$ cat config.mk
export PLATFORM = sky130hd
export DESIGN_NAME = smap_ctrl
export DESIGN_NICKNAME = d
export VERILOG_FILES = /design/src/rtl/smap_pkg.sv /design/src/rtl/smap_ctrl.sv
export SDC_FILE = /design/constraint.sdc
export NUM_CORES = 1
export LEC_CHECK = 0
export BUFFER_PORTS_ARGS = -buffer_cell sky130_fd_sc_hd__clkbuf_2
export CAP_MARGIN = 0
export CORE_AREA = 8 8 45 47
export CTS_BUF_LIST = sky130_fd_sc_hd__clkbuf_8 sky130_fd_sc_hd__clkbuf_16
export CTS_CLUSTER_DIAMETER = 200
export DETAILED_ROUTE_END_ITERATION = 7
export DIE_AREA = 0 0 53 55
export GPL_TIMING_DRIVEN = 0
export HOLD_SLACK_MARGIN = 0.06
export PLACE_DENSITY = 0.31
export SLEW_MARGIN = 15
export SYNTH_ARGS = -nofsm -noshare
export SYNTH_HDL_FRONTEND = slang
export SYNTH_SLANG_ARGS = --single-unit
$ cat constraint.sdc
create_clock -name clk -period 2.15 [get_ports clk]
set_input_delay 0.1075 -clock clk [delete_from_list [all_inputs] [get_ports clk]]
set_output_delay 0.1075 -clock clk [all_outputs]
set_load 0.005 [all_outputs]
$ cat src/rtl/smap_pkg.sv
package smap_pkg;

  localparam logic [1:0] KIND_GET = 2'd0;
  localparam logic [1:0] KIND_SET = 2'd1;
  localparam logic [1:0] KIND_DEL = 2'd2;

  typedef enum logic [1:0] {
    TAG_EMPTY = 2'd0,
    TAG_LIVE  = 2'd1,
    TAG_TOMB  = 2'd2
  } tag_t;

  typedef struct packed {
    logic clear;
    logic accept;
    logic probe;
    logic commit;
  } smap_cmd_t;

  typedef struct packed {
    logic clear_last;
    logic probe_done;
    logic out_free;
  } smap_sts_t;

endpackage

$ cat src/rtl/smap_ctrl.sv
module smap_ctrl import smap_pkg::*; (
  input  logic      clk,
  input  logic      rst_n,
  input  logic      in_valid,
  output logic      in_stall,
  input  smap_sts_t sts,
  output smap_cmd_t cmd
);

  typedef enum logic [1:0] {
    ST_CLEAR,
    ST_IDLE,
    ST_PROBE,
    ST_FIN
  } state_t;

  state_t state_r;

  always_ff @(posedge clk) begin
    if (!rst_n) begin
      state_r <= ST_CLEAR;
    end else begin
      case (state_r)
        ST_CLEAR: if (sts.clear_last) state_r <= ST_IDLE;
        ST_IDLE:  if (in_valid) state_r <= ST_PROBE;
        ST_PROBE: if (sts.probe_done) state_r <= ST_FIN;
        ST_FIN:   if (sts.out_free) state_r <= ST_IDLE;
        default:  state_r <= ST_CLEAR;
      endcase
    end
  end

  assign in_stall   = (state_r != ST_IDLE);
  assign cmd.clear  = (state_r == ST_CLEAR);
  assign cmd.accept = (state_r == ST_IDLE) && in_valid;
  assign cmd.probe  = (state_r == ST_PROBE);
  assign cmd.commit = (state_r == ST_FIN) && sts.out_free;

endmodule

==> impl_results.md <==
* Buffers on Ports at 10
* WL met1 at 216 um
* Yosys warnings at 0
* Inserted Clock Buffers at 3
* Vias at approximately 170
* #FFs+latches synth at 2
* H-tree depth at 1
* WL final at between 400 and 500 um
* Antenna cells at 0
* Largest area contributor in the netlist: ha_1
* Skew final at 0.00209 ns
* Achievable Freq at 0.808 GHz
* Layout Nets at 46
* Seq/Total Area, Yosys at 22.1%
* Area contributors post-synth: ha_1 (28%), dfxtp_1 (22%), mux2i_1 (11%), nand2_1 (8.3%), and2_1 (6.9%)
* Pwr dens at 1240 nW/um^2
* Antenna violations before repair at 0
* Syn avg cell area at approximately 8.6 um^2
* Fraction of registers with async set/reset at 0%
* CTS Buffer Depth at 2
* Crit path capture type: flip-flop
* Outcome: completed
* Seq pwr share at 19.0%
* Worst Path Required at 2.28 ns
* Top cell type's share of synthesized area at around 28%
* Post-Syn Nets at 31
* Drt via density at 3.48
* Non-Filler Instances at 50
* Number of synthesized flops with an enable pin at 0
* Slew HR at 92.0%
* Net Sw Power at 117 uW
* Max cap viols at 0
* DR pass1 iterations at 2
* Reg2reg start: state_r[0]
* Drc violations at 0
* Fin crit period at 1.24 ns
* Die X at around 53 um
* Area of the die at 2920 um^2
* Post-CTS resize count at 0
* Crit Path Category: reg2reg
* Overflow after GRT at 0
* CTS tree: done
* Largest net degree at the start of global routing at 5
* Placeable Area at 1380 um^2
* Post-CTS Hold Buffers at 0
* Root buffer cell: clkbuf_8
* Synth-to-Final Area Change at 61.4%
* DR top layer: met3
* Final hold violations at 0
* Clock sinks at 2
* Setup crit start: state_r[0]
* Top Registers: state_r: 2 flops
* IO Pins at 11
* Largest fanout on the critical path at 4
* Die span in y at 55 um
* Largest Register: state_r
* Number of cell rows at 14
* Setup bufs post-CTS at 0
* Final Wtd Congestion at 0.690
* Worst skew pair latency at 0.21 ns
* Comb power frac at 41.4%
* Least-Margin Pin Slew at 0.117 ns
* Layout cells sized above 1 at 41.2%
* Metal2 WL at between 150 and 200 um
* Largest register FFs at 2
* Post-synth top cells: ha_1 (4), nand2_1 (4), inv_1 (3)
* P_int at 248 uW
* Syn Inst Count at 21
* RSZ-0062 raised after global routing: false
* Starting DRC count in detailed routing at 1
* Average wire per standard cell at 8.94 um
* Met3 wire length at 70 um
* Global-route wire length before repair at about 730 um
* Leakage power at 0.153 nW
* Total negative setup slack at 0 ns
* Clock power share at 39.6%
* Inst Count DP at 47
* Hold Crit Class: in2reg
* Peak supply drop at 0.271 mV
* Switching Fraction at 32.0%
* Clock slew at reported path FFs at 0.03 ns
* Hold_sp: rst_n
* Critical path launch point type: flip-flop
* Setup violators final at 0
* Remaining antenna violation count at 0
* Vias in the first global route at 178
* Slew Limit Fails at 0
* Predominant post-synthesis flop cell: dfxtp_1
* Tot Pwr at approximately 360 uW
* All-Layer GR Usage at under 10%
* CP arrival at 1.37 ns
* Post-DP HPWL at slightly below 400 um
* Tcrit/Tclk final at around 58%
* Synthesized area at 181 um^2
* Starting density of the core at 13.1%
* Unique cell type count in the Yosys netlist at 9
==> path summary, 6_finish.rpt <==
path / end / slack (ns) / cells after the start
max: state_r[0] / 0.91 / 5
min: state_r[1] / 0.18 / 3
max reg2reg: state_r[0] / 0.91 / 5
min reg2reg: state_r[1] / 0.50 / 2
==> kinds of logic after synthesis <==
logic type	Yosys count	synth area share, %
AND/OR/NAND/NOR	9	26.2
adder cells (fa/ha/maj)	4	27.6
buffers and inverters	3	6.21
multiplexers	2	11.0
flip-flops	2	22.1
AO/OA/AOI/OAI	1	6.90
==> area by class of cell <==
cell class	instances	area, um^2
clock buffers	3	41.3
well taps	16	20.0
flip-flops and latches	2	40.0
multi-input cells	16	130
repair buffers	10	50.0
fillers	155	1090
inverters	3	11.3
==> cells in the final DEF, fill, tap and decap left out <==
cell and count:
clkbuf_2 10, nand2_1 4, ha_1 4, inv_1 3, clkbuf_8 3, and2_1 2
nand2b_1 2, mux2i_1 2, dfxtp_1 2, or2b_1 1, o2111a_2 1
==> stage by stage <==
stage / util (%) / area (um^2) / setup WS [ns] / hold WS (ns)
6_report: 21.2 / 293 / 0.912 / 0.177
5_1_grt: 21.2 / 293 / 0.798 / 0.209
4_1_cts: 21.2 / 293 / 0.901 / 0.179
3_5_place_dp: 18.2 / 251 / 0.904 / 0.397
3_3_place_gp: 18.2 / 251 / 0.932 / 0.389
2_1_floorplan: - / 181 / 1.01 / 0.254
==> metal layers <==
layer / vias to the layer above / GRT usage [%]
met5: - / 0
li1: 93 / -
met1: 72 / 3.78
met3: 0 / 2.14
met4: 0 / 5.17
met2: 9 / 4.10
==> critical path, stage by stage (launching register included) <==
cell,delay [ns]
dfxtp_1,0.37
inv_1,0.08
ha_1,0.22
nand2b_1,0.08
o2111a_2,0.24
mux2i_1,0.18
==> power groups by stage <==
stage	Sequential, mW	Combinational, mW	Clock, mW
2_1_floorplan	0.0655	0.0996	0
3_3_place_gp	0.0701	0.149	0
3_5_place_dp	0.0702	0.155	0
4_1_cts	0.0697	0.155	0.150
5_1_grt	0.0727	0.174	0.154
6_report	0.0694	0.151	0.144
Power figures use the tool's default switching activity.
